**config.mk**
```make
export PLATFORM = sky130hd
export DESIGN_NAME = lmsdb_front_flat
export DESIGN_NICKNAME = d
export VERILOG_FILES = /design/src/sv/lmsdb_pkg.sv /design/src/sv/lmsdb_if.sv /design/src/sv/lmsdb_front.sv /design/src/flat_wrapper.sv
export SDC_FILE = /design/constraint.sdc
export NUM_CORES = 1
export LEC_CHECK = 0
export ABC_AREA = 1
export BUFFER_PORTS_ARGS = -buffer_cell sky130_fd_sc_hd__buf_2
export CORE_AREA = 2 2 39 41
export DETAILED_ROUTE_END_ITERATION = 16
export DIE_AREA = 0 0 41 43
export GPL_TIMING_DRIVEN = 1
export PLACE_DENSITY_LB_ADDON = 0.15
export SLEW_MARGIN = 40
export SYNTH_ARGS = -nofsm -noshare
export SYNTH_HDL_FRONTEND = slang
export SYNTH_SLANG_ARGS = --single-unit
```
**constraint.sdc**
```tcl
create_clock -name vclk -period 0.8
set_input_delay 0.16 -clock vclk [all_inputs]
set_output_delay 0.16 -clock vclk [all_outputs]
set_load 0.005 [all_outputs]
```
**src/sv/lmsdb_pkg.sv**
```systemverilog
// Types, constants and codes shared across the LED matrix scanner.
package lmsdb_pkg;

    localparam int PANEL_WIDTH  = 64;
    localparam int PANEL_HEIGHT = 32;
    localparam int HALF_OFFSET  = 1024;
    localparam int SCAN_COLUMNS = 64;
    localparam int SCAN_ROWS    = 16;
    localparam int BUF_PIXELS   = PANEL_WIDTH * PANEL_HEIGHT;
    localparam int STORE_DEPTH  = 2 * BUF_PIXELS;

    localparam int X_W    = $clog2(PANEL_WIDTH);
    localparam int Y_W    = $clog2(PANEL_HEIGHT);
    localparam int OFF_W  = $clog2(BUF_PIXELS);
    localparam int ADDR_W = $clog2(STORE_DEPTH);
    localparam int COL_W  = $clog2(SCAN_COLUMNS);
    localparam int ROW_W  = $clog2(SCAN_ROWS);
    localparam int PIX_W  = 3;

    localparam int QUEUE_DEPTH = 4;
    localparam int QP_W        = $clog2(QUEUE_DEPTH);

    localparam int PADDR_W = 3;
    localparam int PDATA_W = 32;
    localparam logic [PADDR_W-3:0] REG_SCAN_ENABLE = '0;

    typedef enum logic [2:0] {
        FUNC_DRAW_BACK = 3'd0,
        FUNC_DRAW_ZERO = 3'd1,
        FUNC_CLEAR     = 3'd2,
        FUNC_SWAP      = 3'd3,
        FUNC_SCAN      = 3'd4
    } t_func;

    typedef enum logic [2:0] {
        CMD_DRAW_BACK,
        CMD_DRAW_ZERO,
        CMD_CLEAR,
        CMD_SWAP,
        CMD_SCAN
    } t_cmd_kind;

    typedef struct packed {
        t_cmd_kind        kind;
        logic [OFF_W-1:0] off;
        logic [PIX_W-1:0] color;
    } t_cmd;

    typedef enum logic [1:0] {
        ST_INIT,
        ST_IDLE,
        ST_CLEAR,
        ST_SCAN
    } t_back_state;

    typedef struct packed {
        logic [COL_W-1:0] column;
        logic [ROW_W-1:0] row_address;
        logic             latch_row;
        logic             swap_done;
    } t_beat_meta;

endpackage

```
**src/sv/lmsdb_if.sv**
```systemverilog
// Valid/ready channel interfaces for the input items and the column beats.
interface lmsdb_in_if;
    logic       valid;
    logic       ready;
    logic [2:0] func;
    logic [7:0] x_pos;
    logic [7:0] y_pos;
    logic [2:0] pixel_color;

    modport source (output valid, func, x_pos, y_pos, pixel_color, input ready);
    modport sink   (input valid, func, x_pos, y_pos, pixel_color, output ready);
endinterface


```
**src/sv/lmsdb_front.sv**
```systemverilog
// Front end: accepts input beats, drops the ones with no effect, queues commands.
module lmsdb_front (
    lmsdb_in_if.sink        i_in,
    input  logic            i_scan_enable,
    input  logic            i_accept_en,
    input  logic            i_queue_full,
    output logic            o_push,
    output lmsdb_pkg::t_cmd o_cmd
);

    logic                       in_range;
    logic                       keep;
    logic [lmsdb_pkg::X_W-1:0]  x_lo;
    logic [lmsdb_pkg::Y_W-1:0]  y_lo;

    assign i_in.ready = i_accept_en && !i_queue_full;

    assign x_lo = i_in.x_pos[lmsdb_pkg::X_W-1:0];
    assign y_lo = i_in.y_pos[lmsdb_pkg::Y_W-1:0];

    assign in_range = ({1'b0, i_in.x_pos} < 9'(lmsdb_pkg::PANEL_WIDTH)) &&
                      ({1'b0, i_in.y_pos} < 9'(lmsdb_pkg::PANEL_HEIGHT));

    always_comb begin
        keep        = 1'b0;
        o_cmd.kind  = lmsdb_pkg::CMD_SWAP;
        o_cmd.off   = lmsdb_pkg::OFF_W'(lmsdb_pkg::OFF_W'(y_lo) *
                      lmsdb_pkg::OFF_W'(lmsdb_pkg::PANEL_WIDTH)) +
                      lmsdb_pkg::OFF_W'(x_lo);
        o_cmd.color = i_in.pixel_color;
        unique case (i_in.func)
            lmsdb_pkg::FUNC_DRAW_BACK: begin
                o_cmd.kind = lmsdb_pkg::CMD_DRAW_BACK;
                keep       = in_range;
            end
            lmsdb_pkg::FUNC_DRAW_ZERO: begin
                o_cmd.kind = lmsdb_pkg::CMD_DRAW_ZERO;
                keep       = in_range;
            end
            lmsdb_pkg::FUNC_CLEAR: begin
                o_cmd.kind = lmsdb_pkg::CMD_CLEAR;
                keep       = 1'b1;
            end
            lmsdb_pkg::FUNC_SWAP: begin
                o_cmd.kind = lmsdb_pkg::CMD_SWAP;
                keep       = 1'b1;
            end
            lmsdb_pkg::FUNC_SCAN: begin
                // a disabled scan leaves no trace
                o_cmd.kind = lmsdb_pkg::CMD_SCAN;
                keep       = i_scan_enable;
            end
            default: begin
                keep = 1'b0;
            end
        endcase
    end

    assign o_push = i_in.valid && i_in.ready && keep;

endmodule

```
**src/flat_wrapper.sv**
```systemverilog
// flat-port wrapper written by rule: the top's interface ports become plain ports
module lmsdb_front_flat 
  (i_scan_enable, i_accept_en, i_queue_full, o_push, o_cmd, i_in_valid, i_in_func, i_in_x_pos, i_in_y_pos, i_in_pixel_color, i_in_ready);
  lmsdb_in_if i_in_i ();
  input  logic i_scan_enable;
  input  logic i_accept_en;
  input  logic i_queue_full;
  output logic o_push;
  output lmsdb_pkg::t_cmd o_cmd;
  input wire logic [$bits(i_in_i.valid)-1:0] i_in_valid;
  input wire logic [$bits(i_in_i.func)-1:0] i_in_func;
  input wire logic [$bits(i_in_i.x_pos)-1:0] i_in_x_pos;
  input wire logic [$bits(i_in_i.y_pos)-1:0] i_in_y_pos;
  input wire logic [$bits(i_in_i.pixel_color)-1:0] i_in_pixel_color;
  output wire logic [$bits(i_in_i.ready)-1:0] i_in_ready;
  assign i_in_i.valid = i_in_valid;
  assign i_in_i.func = i_in_func;
  assign i_in_i.x_pos = i_in_x_pos;
  assign i_in_i.y_pos = i_in_y_pos;
  assign i_in_i.pixel_color = i_in_pixel_color;
  assign i_in_ready = i_in_i.ready;
  lmsdb_front u_core (.i_in(i_in_i), .i_scan_enable(i_scan_enable), .i_accept_en(i_accept_en), .i_queue_full(i_queue_full), .o_push(o_push), .o_cmd(o_cmd));
endmodule
```
==> metrics <==
number of global-route vias before repair=194; Worst Hold Endpoint=o_cmd[13]; first-pass GRT wire length=648 um; failing checks=negative setup slack; crit-path max FO=3; DP Cell Count=54; Worst-Margin Slew=133 ps; RSZ-0062 raised after global routing=true; die width=41 um; crit end category=output pin; worst setup margin=-70.2 ps; share of cells above drive strength 1=0.700; # DRC=0; pin count of the biggest net entering global routing=5; final net count=68; DR WL/cell=7.02 um; hold buffers post-CTS=0; Tmin final=870 ps; n_diodes=0; Final Max Slew Viols=0; placer congestion estimate=0.574; max-cap violations=0; hold-critical path depth=0; Die Ht=43 um; type of origin of the critical path=input port; non-filler cells, final=56; final core utilization=0.202; TritonRoute pass-1 iters=1; Layout area overhead=43.9%; GRT overflow=0; register area share after synthesis=0; Synth top area share=0.542; cells after synthesis=32; mapped cell area=194 um2; largest area contributor in the netlist=buf_4; Final period util=1.09; Netlist cell types=9; vias=197; Pleak=0.158 nW; row count=14; Ys Warns=0; Commonest cells post-synth=14 x buf_4, 6 x nor2_1, 4 x nand2_1; Fmax=1150 MHz; GRT Overall Usage=0.0480; Initial DRC Count=0; Antenna Violating Nets Remaining=0; WHS=320 ps; Die ar.=1760 um2; fillers=163; cell area power density=418 nW/um2; initial antenna violation count=0; CP Class=in -> out; Final setup viols=4; Req. time, crit path=640 ps; port buffer count=17; register area=0 um2; WP data arrival=710 ps; Peak VDD IR=0.139 mV; Initial Util=0.140; worst min-delay path category=in -> out; Synth Net Count=58; Hold Vio Cnt, Final=0; relative slew slack=0.911; vias per inst=3.52; Core Footprint=1380 um2; dominant cells by area after synthesis=buf_4 54%, nor2_1 12%, nand2_1 7.7%; Boundary Pins=45; Hold Startpoint=i_in_y_pos[4]; Post-Synthesis Mean Instance Area=6.06 um2; clkbuf count=0; count leader, synth=buf_4; status=finished with violations; Detailed Route WL=393 um; FFs & Latches=0
## power by group
group          total (mW)  switching, mW  internal, mW
Clock                   0              0             0
Sequential              0              0             0
Combinational       0.117         0.0404        0.0762
Total               0.117         0.0404        0.0762
## metrics by stage
stage	total power, mW	setup WS (ps)	instance area [um2]	TNS (ps)
after global placement	0.0889	-142	216	-291
after CTS	0.107	-75.2	258	-93.3
after floorplan	0.0842	127	194	0
after global routing	0.128	-137	279	-321
final	0.117	-70.2	279	-174
after detailed placement	0.0868	-136	216	-251
## kinds of logic after synthesis
family	Yosys count	share of synthesized area
buffers and inverters	17	0.600
AND/OR/NAND/NOR	14	0.355
AO/OA/AOI/OAI	1	0.0452
## how the worst max path moves through the flow
stage             startpoint      to  slack, ps  depth (start not counted)
2_1_floorplan   i_in_func[1]  o_push        130                          5
3_3_place_gp    i_in_func[1]  o_push       -140                          7
3_5_place_dp    i_in_func[1]  o_push       -140                          7
4_1_cts        i_in_y_pos[7]  o_push        -80                          7
5_1_grt         i_in_func[1]  o_push       -140                          7
6_report        i_in_func[1]  o_push        -70                          7
## timing repair
item                       in CTS  in global routing
resized for setup               9                  2
setup endpoints to repair       4                  3
pin swaps                       7                  4
buffers inserted                0                  2
cloned                          0                  0
hold endpoints to repair        0                  0
## metal layers
metal | GRT usage | up-vias | share of wire
met3 | 0.0157 | 0 | 0.15
met4 | 0.0133 | 0 | 0
met2 | 0.0938 | 14 | 0.54
met1 | 0.0411 | 84 | 0.31
met5 | 0 | - | 0
li1 | - | 99 | -
## layout by cell type (no fill, tap or decap), drive strengths merged
cell   count
nor3b      2
inv        3
buf       22
nor2       7
nand3      1
a21o       1
nand2      4
## layout make-up
type,instances,area (um2),area share
repair buffers,22,155,0.556
inverters,3,11.3,0.0404
multi-input cells,15,92.6,0.332
well taps,16,20.0,0.0717
## worst max-delay path, stage by stage
cell and delay (ps):
buf_8 100, nor2_4 90, nand2_1 50, nand2_1 50
nand2_1 50, nor2_1 90, buf_2 110
No activity file was read; power rests on OpenSTA's default activity.
