File: config.mk
export PLATFORM = sky130hd
export DESIGN_NAME = lmsdb_cmd_fifo
export DESIGN_NICKNAME = d
export VERILOG_FILES = /design/src/sv/lmsdb_pkg.sv /design/src/sv/lmsdb_cmd_fifo.sv
export SDC_FILE = /design/constraint.sdc
export NUM_CORES = 1
export LEC_CHECK = 0
export BUFFER_PORTS_ARGS = -buffer_cell sky130_fd_sc_hd__buf_2
export CAP_MARGIN = 20
export CORE_MARGIN = 5
export CORE_UTILIZATION = 60
export CTS_CLUSTER_SIZE = 20
export DETAILED_ROUTE_END_ITERATION = 10
export PLACE_DENSITY = 0.91
export SLEW_MARGIN = 0
export SYNTH_ARGS = -nofsm -noshare
export SYNTH_HDL_FRONTEND = slang
export SYNTH_SLANG_ARGS = --single-unit
File: constraint.sdc
create_clock -name i_clk -period 3.2 [get_ports i_clk]
set_clock_uncertainty 0.2 [all_clocks]
set_input_delay 0.32 -clock i_clk [delete_from_list [all_inputs] [get_ports i_clk]]
set_output_delay 0.32 -clock i_clk [all_outputs]
set_load 0.05 [all_outputs]
File: src/sv/lmsdb_pkg.sv
// Types, constants and codes shared across the LED matrix scanner.
package lmsdb_pkg;

    localparam int PANEL_WIDTH  = 64;
    localparam int PANEL_HEIGHT = 32;
    localparam int HALF_OFFSET  = 1024;
    localparam int SCAN_COLUMNS = 64;
    localparam int SCAN_ROWS    = 16;
    localparam int BUF_PIXELS   = PANEL_WIDTH * PANEL_HEIGHT;
    localparam int STORE_DEPTH  = 2 * BUF_PIXELS;

    localparam int X_W    = $clog2(PANEL_WIDTH);
    localparam int Y_W    = $clog2(PANEL_HEIGHT);
    localparam int OFF_W  = $clog2(BUF_PIXELS);
    localparam int ADDR_W = $clog2(STORE_DEPTH);
    localparam int COL_W  = $clog2(SCAN_COLUMNS);
    localparam int ROW_W  = $clog2(SCAN_ROWS);
    localparam int PIX_W  = 3;

    localparam int QUEUE_DEPTH = 4;
    localparam int QP_W        = $clog2(QUEUE_DEPTH);

    localparam int PADDR_W = 3;
    localparam int PDATA_W = 32;
    localparam logic [PADDR_W-3:0] REG_SCAN_ENABLE = '0;

    typedef enum logic [2:0] {
        FUNC_DRAW_BACK = 3'd0,
        FUNC_DRAW_ZERO = 3'd1,
        FUNC_CLEAR     = 3'd2,
        FUNC_SWAP      = 3'd3,
        FUNC_SCAN      = 3'd4
    } t_func;

    typedef enum logic [2:0] {
        CMD_DRAW_BACK,
        CMD_DRAW_ZERO,
        CMD_CLEAR,
        CMD_SWAP,
        CMD_SCAN
    } t_cmd_kind;

    typedef struct packed {
        t_cmd_kind        kind;
        logic [OFF_W-1:0] off;
        logic [PIX_W-1:0] color;
    } t_cmd;

    typedef enum logic [1:0] {
        ST_INIT,
        ST_IDLE,
        ST_CLEAR,
        ST_SCAN
    } t_back_state;

    typedef struct packed {
        logic [COL_W-1:0] column;
        logic [ROW_W-1:0] row_address;
        logic             latch_row;
        logic             swap_done;
    } t_beat_meta;

endpackage

File: src/sv/lmsdb_cmd_fifo.sv
// Short command queue between the front and back ends.
module lmsdb_cmd_fifo (
    input  logic            i_clk,
    input  logic            i_rst_n,
    input  logic            i_push,
    input  lmsdb_pkg::t_cmd i_cmd,
    input  logic            i_pop,
    output logic            o_full,
    output logic            o_valid,
    output lmsdb_pkg::t_cmd o_cmd
);

    lmsdb_pkg::t_cmd             r_mem [lmsdb_pkg::QUEUE_DEPTH];
    logic [lmsdb_pkg::QP_W-1:0]  r_wr_ptr, n_wr_ptr;
    logic [lmsdb_pkg::QP_W-1:0]  r_rd_ptr, n_rd_ptr;
    logic [lmsdb_pkg::QP_W:0]    r_count, n_count;
    logic                        do_pop;

    assign o_full  = (r_count == (lmsdb_pkg::QP_W+1)'(lmsdb_pkg::QUEUE_DEPTH));
    assign o_valid = (r_count != '0);
    assign o_cmd   = r_mem[r_rd_ptr];
    assign do_pop  = i_pop && o_valid;

    always_comb begin
        n_wr_ptr = i_push ? r_wr_ptr + 1'b1 : r_wr_ptr;
        n_rd_ptr = do_pop ? r_rd_ptr + 1'b1 : r_rd_ptr;
        n_count  = r_count + (lmsdb_pkg::QP_W+1)'(i_push)
                           - (lmsdb_pkg::QP_W+1)'(do_pop);
    end

    always_ff @(posedge i_clk) begin
        if (!i_rst_n) begin
            r_wr_ptr <= '0;
            r_rd_ptr <= '0;
            r_count  <= '0;
        end else begin
            r_wr_ptr <= n_wr_ptr;
            r_rd_ptr <= n_rd_ptr;
            r_count  <= n_count;
        end
    end

    always_ff @(posedge i_clk) begin
        if (i_push) begin
            r_mem[r_wr_ptr] <= i_cmd;
        end
    end

endmodule

==> impl_metrics.py, run 1 <==
metrics = {
    "outcome": {
        "outcome": "finished clean",
    },
    "worst_setup_path": {
        "cp-start-kind": "flip-flop",
        "slowest_stage": "dfxtp_1",
        "regToRegSetupSlack_ps": 970,
        "crit_type": "flip-flop to primary output",
        "r2r_end": "r_count[2]$_SDFF_PN0_",
        "r2r-start": "r_count[1]$_SDFF_PN0_",
        "endpoint_kind": "primary output",
        "worstPathArrival_ps": 2090,
        "cp_top_family": "flip-flops",
        "crit_buf_inv": 2,
        "rr_worst_depth": 7,
        "cp_max_fo": 9,
        "critPathRequiredTime_ps": 2680,
        "path_cells": "buf_4 -> mux4_1 -> buf_2",
        "slowest_delay_ps": 620,
    },
    "die": {
        "start_util": 0.624,
        "num_rows": 25,
        "pin_count": 40,
        "die_area_mm2": 0.00645,
        "die_y_um": 80.3,
        "fp.dieW_um": 80.3,
        "fp.coreArea_mm2": 0.00475,
    },
    "synthesis": {
        "synthCells": 134,
        "avgSynthCellArea_um2": 22.1,
        "synth_top_area_frac": 0.688,
        "yosysTopAreaCell": "edfxtp_1",
        "ys_warn_count": 0,
        "seq_area_frac_synth": 0.749,
        "ys_types": 21,
        "ys_ff_latch": 77,
        "synth_area_mm2": 0.00297,
        "syn-num-nets": 162,
        "synth_area_leaders": "edfxtp_1 (69%), mux4_2 (7.6%), mux4_1 (6.2%)",
    },
    "layout": {
        "syn_to_final_growth_pct": 19.3,
        "diodes": 0,
        "final_nets": 225,
        "drive_above_1_share": 0.322,
        "nFillCells": 283,
    },
    "global_route": {
        "grt_max_degree": 18,
        "overflow": 0,
        "grt_use_total": 0.167,
        "grt_pass1_wl_mm": 7.78,
        "grt_pass1_vias": 1531,
        "antenna_found_initial": 0,
    },
    "sta": {
        "timing.fmax_ghz": 0.384,
        "hold_viol": 0,
        "finalMaxSlewViolations": 0,
        "finalHoldWorstSlack_ps": 26.9,
        "min_period_ps": 2610,
        "finalSetupViolations": 0,
        "tns_ps": 0,
        "finalCritPeriodShare": 0.814,
        "worstMarginPinSlew_ps": 880,
        "rsz0062_at_grt": "no",
        "maxSlewHeadroom": 0.413,
    },
    "route": {
        "via_per_inst": 5.27,
        "drt-wirelength-per-cell_um": 17.5,
        "drc_errors": 0,
        "via_count": 1417,
        "drtIter0Drc": 75,
        "ant_nets": 0,
        "wl_mm": 4.72,
        "dr.pass1.iters": 4,
    },
    "cts": {
        "numClockSinks": 77,
        "h-tree-depth": 3,
        "clock_path_buffers": 2,
        "cts_tree": "done",
        "path_clk_slew_ps": 80,
        "post_cts_resized": 0,
        "cts_buffers": 9,
        "clockRootBuffer": "clkbuf_8",
        "clock_latency_ps": 330,
    },
    "flow_run": {
        "maxCapViolations": 0,
    },
    "worst_hold_path": {
        "hp-class": "primary input to flip-flop",
        "hold_end": "r_mem[3][3]$_DFFE_PP_",
        "hold_depth": 1,
        "hp-start": "i_cmd[3]",
    },
    "placed_design": {
        "gp_congestion": 0.698,
        "hpwl_mm": 3.15,
        "port_buffers": 39,
    },
    "power": {
        "power.density_mw_per_mm2": 725,
        "p_leak_nw": 1.28,
        "peakVddDrop_v": 0.000513,
    },
}
==> report_power, final <==
part	internal [mW]	switching (mW)
registers	1.17	0.0628
clock network	0.275	0.331
logic	0.268	0.460
total	1.71	0.854
==> layer usage <==
layer  vias to the layer above  track usage  wire (um)
met5                         -            0          0
met2                        37        0.274       2480
met1                       705        0.217       1950
met4                         0       0.0709         87
met3                         9       0.0348        196
li1                        666            -          -
==> layout make-up <==
type,instances,area (um2),share of cell area
inverters,6,22.5,0.00636
well taps,67,83.8,0.0237
repair buffers,56,363,0.103
clock inverters,7,42.5,0.0120
clock buffers,9,124,0.0350
flip-flops and latches,77,2220,0.628
multi-input cells,47,682,0.193
==> cells in the mapped netlist <==
cell / number
and2_1: 8
and3_1: 1
buf_12: 1
buf_2: 2
buf_6: 1
dfxtp_1: 9
edfxtp_1: 68
fa_1: 1
ha_1: 6
inv_1: 6
mux2i_1: 4
mux4_1: 7
mux4_2: 10
nand2_1: 2
nand2b_1: 2
nor2b_1: 1
o311ai_0: 1
o31a_1: 1
or3_1: 1
xnor3_1: 1
xor2_1: 1
==> cell usage in the layout (no fill, tap or decap), types with 3 or more instances in the layout <==
cell type and instances:
and2_1 8, buf_2 39, clkbuf_8 9, clkinv_2 3, dfxtp_1 9, dlygate4sd3_1 16, edfxtp_1 68, ha_1 6
inv_1 6, mux2i_1 4, mux4_1 7, mux4_2 10
==> per-stage QoR <==
step                setup slack (ps)  power, mW  cell area [um2]  cells  utilization
finish                           595       2.57             3540    269        0.744
global route                     453       2.68             3540    269        0.744
CTS                              515       2.59             3540    269        0.744
detailed placement               898       1.98             3210    237        0.676
global placement                 920       1.94             3210    237        0.676
floorplan                       1070       1.84             2970    134            -
==> worst reg2reg max path, stage by stage (launching register included) <==
cell     delay, ps
dfxtp_1        350
o31a_1         360
ha_1           300
inv_1           40
ha_1           190
fa_1           370
xnor3_1        170
and2_1         150
==> worst max-delay path by stage <==
stage                                        to  cells after the start
final                                  o_cmd[1]                      3
after global routing                   o_cmd[1]                      3
after CTS                              o_cmd[1]                      3
after detailed placement               o_cmd[1]                      3
after global placement                 o_cmd[1]                      3
after floorplan           r_count[2]$_SDFF_PN0_                      7
==> kinds of logic (layout without fill, tap and decap cells) <==
family | Yosys count | in the layout | synth area share
xor+xnor | 2 | 2 | 0.0105
fa+ha+maj | 7 | 7 | 0.0320
simple gates | 15 | 15 | 0.0299
compound gates | 2 | 2 | 0.00590
flops | 77 | 77 | 0.749
mux | 21 | 21 | 0.151
buf+inv | 10 | 78 | 0.0215
==> registers in the layout, indices dropped and copies added (netlist names), named ones only <==
name and cells:
r_mem 68, r_count 3, r_rd_ptr 2, r_wr_ptr 2
==> timing repair <==
item / CTS / global route
setup buffers: 0 / 0
endpoints found under the hold margin: 57 / 0
hold buffers: 16 / 0
(Power assumes the default switching activity.)
==> run 2: changes to the inputs <==
Settings changed: ABC_AREA from default to 1, CORE_UTILIZATION 60 to 51, PLACE_DENSITY 0.91 to 0.83.
Clock period 3.2 ns to 2.3 ns, I/O delays scaled along.
==> impl_metrics.py, run 2 <==
metrics = {
    "outcome": {
        "outcome": "finished clean",
    },
    "synthesis": {
        "ys_warn_count": 0,
        "yosysTopAreaCell": "edfxtp_1",
        "syn-num-nets": 253,
        "seq_area_frac_synth": 0.731,
        "ys_types": 19,
        "yosys-top-cells-count": "edfxtp_1 (68), nor2_1 (40), o22ai_1 (17), inv_1 (15), nand2_1 (14)",
        "synthCells": 225,
        "synth_area_leaders": "edfxtp_1 (67%), dfxtp_1 (5.9%), nor2_1 (4.9%)",
        "synthFlopType": "edfxtp_1",
        "ys_async_sr_fraction": 0,
        "avgSynthCellArea_um2": 13.5,
        "synth_top_area_frac": 0.672,
        "synth_edf_count": 68,
        "synth_area_mm2": 0.00304,
        "synth.most_common_cell": "edfxtp_1",
        "ys_ff_latch": 77,
    },
    "worst_setup_path": {
        "crit_buf_inv": 2,
        "cp-start-kind": "flip-flop",
        "critical_path_depth": 4,
        "path_cells": "buf_4 -> o21ai_0 -> o22ai_1 -> buf_2",
        "cp_max_fo": 10,
        "regToRegSetupSlack_ps": 370,
        "cp_top_family": "buffers and inverters",
        "rr_worst_depth": 8,
        "endpoint_kind": "primary output",
        "crit_type": "flip-flop to primary output",
        "slowest_delay_ps": 500,
        "critPathRequiredTime_ps": 1870,
        "worstPathArrival_ps": 1710,
        "r2r-start": "r_count[1]$_SDFF_PN0_",
        "crit_path_end": "o_cmd[0]",
        "r2r_end": "r_count[2]$_SDFF_PN0_",
        "slowest_stage": "dfxtp_1",
    },
    "global_route": {
        "grt_pass1_wl_mm": 9.34,
        "grt_use_total": 0.166,
        "overflow": 0,
        "grt_max_degree": 35,
        "grt_pass1_vias": 1959,
        "antenna_found_initial": 0,
    },
    "power": {
        "clkPwrFrac": 0.292,
        "p_comb_frac": 0.310,
        "power.density_mw_per_mm2": 1120,
        "peakVddDrop_v": 0.000621,
        "p_int_mw": 2.70,
        "pwr-share-seq": 0.397,
        "swShare": 0.355,
        "switching_power_mw": 1.49,
        "p_leak_nw": 1.46,
    },
    "placed_design": {
        "hpwl_mm": 3.69,
        "port_buffers": 39,
        "gp_congestion": 0.705,
    },
    "cts": {
        "post_cts_resized": 0,
        "cts_setup_buffers": 0,
        "numClockSinks": 77,
        "clockRootBuffer": "clkbuf_8",
        "clock_latency_ps": 330,
        "cts_buffers": 9,
        "h-tree-depth": 3,
        "path_clk_slew_ps": 80,
        "cts_hold_buf": 20,
        "clock_path_buffers": 2,
        "cts_tree": "done",
    },
    "layout": {
        "largestRegisters": "r_mem: 68 flops, r_count: 3 flops",
        "nFillCells": 413,
        "final_nets": 321,
        "largest_register_ffs": 68,
        "top_register": "r_mem",
        "drive_above_1_share": 0.248,
        "mostFrequentLayoutCell": "edfxtp_1",
        "diodes": 0,
        "final_cell_mix": "edfxtp_1 (68), nor2_1 (40), buf_2 (39), dlygate4sd3_1 (20), o22ai_1 (17)",
        "syn_to_final_growth_pct": 23.0,
        "final_core_util": 0.639,
    },
    "sta": {
        "hold_viol": 0,
        "maxSlewHeadroom": 0.731,
        "min_period_ps": 2140,
        "finalCritPeriodShare": 0.929,
        "timing.fmax_ghz": 0.468,
        "finalSetupViolations": 0,
        "rsz0062_at_grt": "no",
        "worstMarginPinSlew_ps": 404,
        "tns_ps": 0,
        "finalMaxSlewViolations": 0,
    },
    "die": {
        "pin_count": 40,
        "start_util": 0.520,
        "num_rows": 28,
        "fp.dieW_um": 87.2,
        "die_y_um": 87.2,
        "die_area_mm2": 0.00761,
        "fp.coreArea_mm2": 0.00585,
    },
    "route": {
        "via_per_inst": 5.14,
        "via_count": 1917,
        "dr.pass1.iters": 4,
        "drt-wirelength-per-cell_um": 15.8,
        "wl_mm": 5.90,
        "drc_errors": 0,
        "ant_nets": 0,
        "drtIter0Drc": 112,
    },
    "flow_run": {
        "maxCapViolations": 0,
    },
    "worst_hold_path": {
        "hp-class": "primary input to flip-flop",
    },
}
==> run 2: final cells by class <==
type,count,area [um2],share of cell area
Multi-Input combinational cell,122,664,0.178
Clock inverter,6,109,0.0291
Inverter,17,66.3,0.0177
Timing Repair Buffer,66,448,0.120
Clock buffer,10,138,0.0368
Tap cell,75,93.8,0.0251
Sequential cell,77,2220,0.594
==> run 2: routing by layer <==
layer / vias to the layer above / routed length, um / GRT usage / share of wire
met5: - / 0 / 0 / 0
met4: 0 / 29 / 0.0851 / 0.0049
met3: 2 / 214 / 0.0312 / 0.036
met2: 41 / 3100 / 0.282 / 0.52
met1: 927 / 2560 / 0.204 / 0.43
li1: 947 / - / - / -
==> run 2: worst min path at each step <==
stage               cells after the start  startpoint                       end  slack (ps)
global route                            3      i_push  r_wr_ptr[1]$_SDFFE_PN0P_          60
detailed placement                      1   i_cmd[16]    r_mem[1][16]$_DFFE_PP_         250
finish                                  3      i_push  r_wr_ptr[0]$_SDFFE_PN0P_          60
CTS                                     3      i_push  r_wr_ptr[0]$_SDFFE_PN0P_          40
global placement                        1    i_cmd[7]     r_mem[0][7]$_DFFE_PP_         240
floorplan                               2     i_rst_n     r_count[1]$_SDFF_PN0_         120
==> run 2: power groups by stage <==
| stage | sequential [mW] | clock (mW) | combinational, mW |
|---|---|---|---|
| floorplan | 1.68 | 0 | 1.03 |
| global placement | 1.69 | 0 | 1.23 |
| detailed placement | 1.70 | 0 | 1.27 |
| CTS | 1.67 | 1.24 | 1.31 |
| global route | 1.67 | 1.30 | 1.40 |
| finish | 1.67 | 1.23 | 1.30 |
==> run 2: logic make-up after synthesis <==
family | synth area share
flip-flops | 0.731
AO/OA/AOI/OAI | 0.117
AND/OR/NAND/NOR | 0.0700
buffers and inverters | 0.0506
adder cells (fa/ha/maj) | 0.0313
==> run 2: tightest hold or removal path: cells and delay by family <==
family / cells / cell delay (ps)
buffers and inverters: 2 / 240
AO/OA/AOI/OAI: 1 / 70
==> run 2: per-stage QoR <==
step	setup WS (ps)	instance area, um2	power, mW	cells	hold WS (ps)
CTS	135	3740	4.22	373	41.3
detailed placement	380	3290	2.96	337	252
finish	162	3740	4.19	373	58.1
global route	18.1	3740	4.38	373	55.1
floorplan	416	3040	2.71	225	123
global placement	438	3290	2.93	337	241
==> run 3: changes to the inputs <==
Settings changed: BUFFER_PORTS_ARGS -buffer_cell sky130_fd_sc_hd__buf_2 to default, CORE_UTILIZATION 51 to 56, DONT_BUFFER_PORTS from default to 1, GPL_TIMING_DRIVEN from default to 0, PLACE_DENSITY 0.83 to 0.82.
==> impl_metrics.py, run 3 (synthesis gave the netlist of run 2 again) <==
metrics = {
    "die": {
        "num_rows": 26,
        "start_util": 0.584,
        "pin_count": 40,
        "fp.dieW_um": 83.7,
        "die_area_mm2": 0.00700,
        "fp.coreArea_mm2": 0.00520,
        "die_y_um": 83.7,
    },
    "worst_setup_path": {
        "crit_buf_inv": 2,
        "r2r_end": "r_count[0]$_SDFF_PN0_",
        "crit_type": "flip-flop to primary output",
        "regToRegSetupSlack_ps": 190,
        "critPathRequiredTime_ps": 1870,
        "rr_worst_depth": 8,
        "worstPathArrival_ps": 1690,
        "cp_top_family": "compound AO/OA/AOI/OAI gates",
        "crit_path_end": "o_cmd[4]",
        "cp-start-kind": "flip-flop",
        "r2r-start": "r_count[0]$_SDFF_PN0_",
        "path_cells": "inv_2 -> buf_6 -> o21ai_2 -> o22ai_2",
        "critical_path_depth": 4,
        "cp_max_fo": 10,
        "slowest_stage": "o22ai_2",
        "endpoint_kind": "primary output",
        "slowest_delay_ps": 470,
    },
    "route": {
        "via_count": 1867,
        "drt-met1-wl_mm": 2.51,
        "via_per_inst": 5.66,
        "dr.pass1.iters": 4,
        "ant_nets": 0,
        "routed.top_layer": "met4",
        "drc_errors": 0,
        "drt-wirelength-per-cell_um": 18.3,
        "wl_mm": 6.04,
        "wl_met3_um": 397,
        "wl_met2_mm": 3.07,
        "drtIter0Drc": 162,
    },
    "layout": {
        "final_nets": 285,
        "top_register": "r_mem",
        "largest_register_ffs": 68,
        "syn_to_final_growth_pct": 18.9,
        "mostFrequentLayoutCell": "edfxtp_1",
        "largestRegisters": "r_mem: 68 flops, r_count: 3 flops",
        "final_core_util": 0.694,
        "drive_above_1_share": 0.188,
        "diodes": 0,
        "final_cell_mix": "edfxtp_1 (68), nor2_1 (40), dlygate4sd3_1 (21), o22ai_2 (17), inv_1 (15)",
    },
    "power": {
        "power.density_mw_per_mm2": 1090,
        "p_leak_nw": 1.32,
        "peakVddDrop_v": 0.000515,
        "pwr-share-seq": 0.423,
        "p_int_mw": 2.44,
        "p_comb_frac": 0.343,
        "clkPwrFrac": 0.234,
        "swShare": 0.380,
        "switching_power_mw": 1.50,
    },
    "cts": {
        "clock_path_buffers": 2,
        "path_clk_slew_ps": 70,
        "cts_tree": "done",
        "clock_latency_ps": 330,
        "h-tree-depth": 3,
        "clockRootBuffer": "clkbuf_8",
        "cts_buffers": 9,
        "cts_setup_buffers": 0,
        "numClockSinks": 77,
    },
    "sta": {
        "finalMaxSlewViolations": 0,
        "worstMarginPinSlew_ps": 887,
        "tns_ps": 0,
        "min_period_ps": 2120,
        "timing.fmax_ghz": 0.472,
        "maxSlewHeadroom": 0.407,
        "rsz0062_at_grt": "no",
        "hold_viol": 0,
        "finalCritPeriodShare": 0.922,
        "finalSetupViolations": 0,
    },
    "global_route": {
        "overflow": 0,
        "grt_use_total": 0.182,
        "grt_max_degree": 18,
        "grt_pass1_vias": 1911,
        "antenna_found_initial": 0,
        "grt_pass1_wl_mm": 9.66,
    },
    "worst_hold_path": {
        "hp-start": "i_push",
        "hp-class": "primary input to flip-flop",
    },
    "placed_design": {
        "hpwl_mm": 3.61,
        "gp_congestion": 0.753,
        "port_buffers": 0,
    },
    "outcome": {
        "outcome": "finished clean",
    },
    "flow_run": {
        "maxCapViolations": 0,
    },
}
==> run 3: changes by cell type in the layout (fill, tap and decap cells not counted), sizes merged <==
cell,delta
dlygate4sd3,+1
inv,-1
clkbuf,+1
bufinv,-2
buf,-37
==> run 3: area by class of cell <==
type,count,area (um2)
sequential,77,2220
fill,350,1590
multi-input combinational,122,771
timing repair buffer,21,210
clock buffer,11,131
buffer,9,87.6
tap,70,87.6
inverter,17,66.3
clock inverter,3,38.8
==> run 3: power by group through the flow <==
stage	logic [mW]	clock network, mW	registers (mW)
global placement	1.18	0	1.69
floorplan	1.03	0	1.68
finish	1.35	0.920	1.67
CTS	1.35	0.931	1.66
detailed placement	1.21	0	1.69
global route	1.44	0.990	1.67
==> run 3: worst min-delay path by stage <==
| stage | cells after the start | to | slack (ps) |
|---|---|---|---|
| after floorplan | 2 | r_count[1]$_SDFF_PN0_ | 120 |
| after global placement | 2 | r_count[1]$_SDFF_PN0_ | 130 |
| after detailed placement | 0 | r_mem[0][2]$_DFFE_PP_ | 130 |
| after CTS | 4 | r_count[1]$_SDFF_PN0_ | 130 |
| after global routing | 4 | r_count[1]$_SDFF_PN0_ | 160 |
| final | 4 | r_count[1]$_SDFF_PN0_ | 160 |
==> run 3: worst reg2reg max path, cell delays in order (launching register included) <==
cell	delay (ps)
dfxtp_1	360
nor2_1	70
a21boi_0	220
ha_1	270
inv_1	60
ha_1	210
nand2_1	50
dlygate4sd3_1	540
inv_1	30
==> run 3: repair_timing <==
item | in CTS | in global routing
endpoints found under the setup margin | 17 | 0
hold endpoints to repair | 77 | 0
hold buffers | 21 | 0
resized for setup | 17 | 0
==> run 3: per-stage QoR <==
stage	cells	setup WS, ps	power (mW)	hold WS (ps)	area, um2
global route	330	87.1	4.10	155	3610
global placement	295	173	2.87	127	3130
CTS	330	179	3.95	132	3610
detailed placement	295	174	2.90	129	3130
floorplan	225	416	2.71	123	3040
finish	330	180	3.94	164	3610
==> run 3: per-layer routing <==
metal / up-vias / GRT usage
met4: 0 / 0.0687
met1: 934 / 0.223
met2: 56 / 0.294
li1: 871 / -
met5: - / 0
met3: 6 / 0.0691
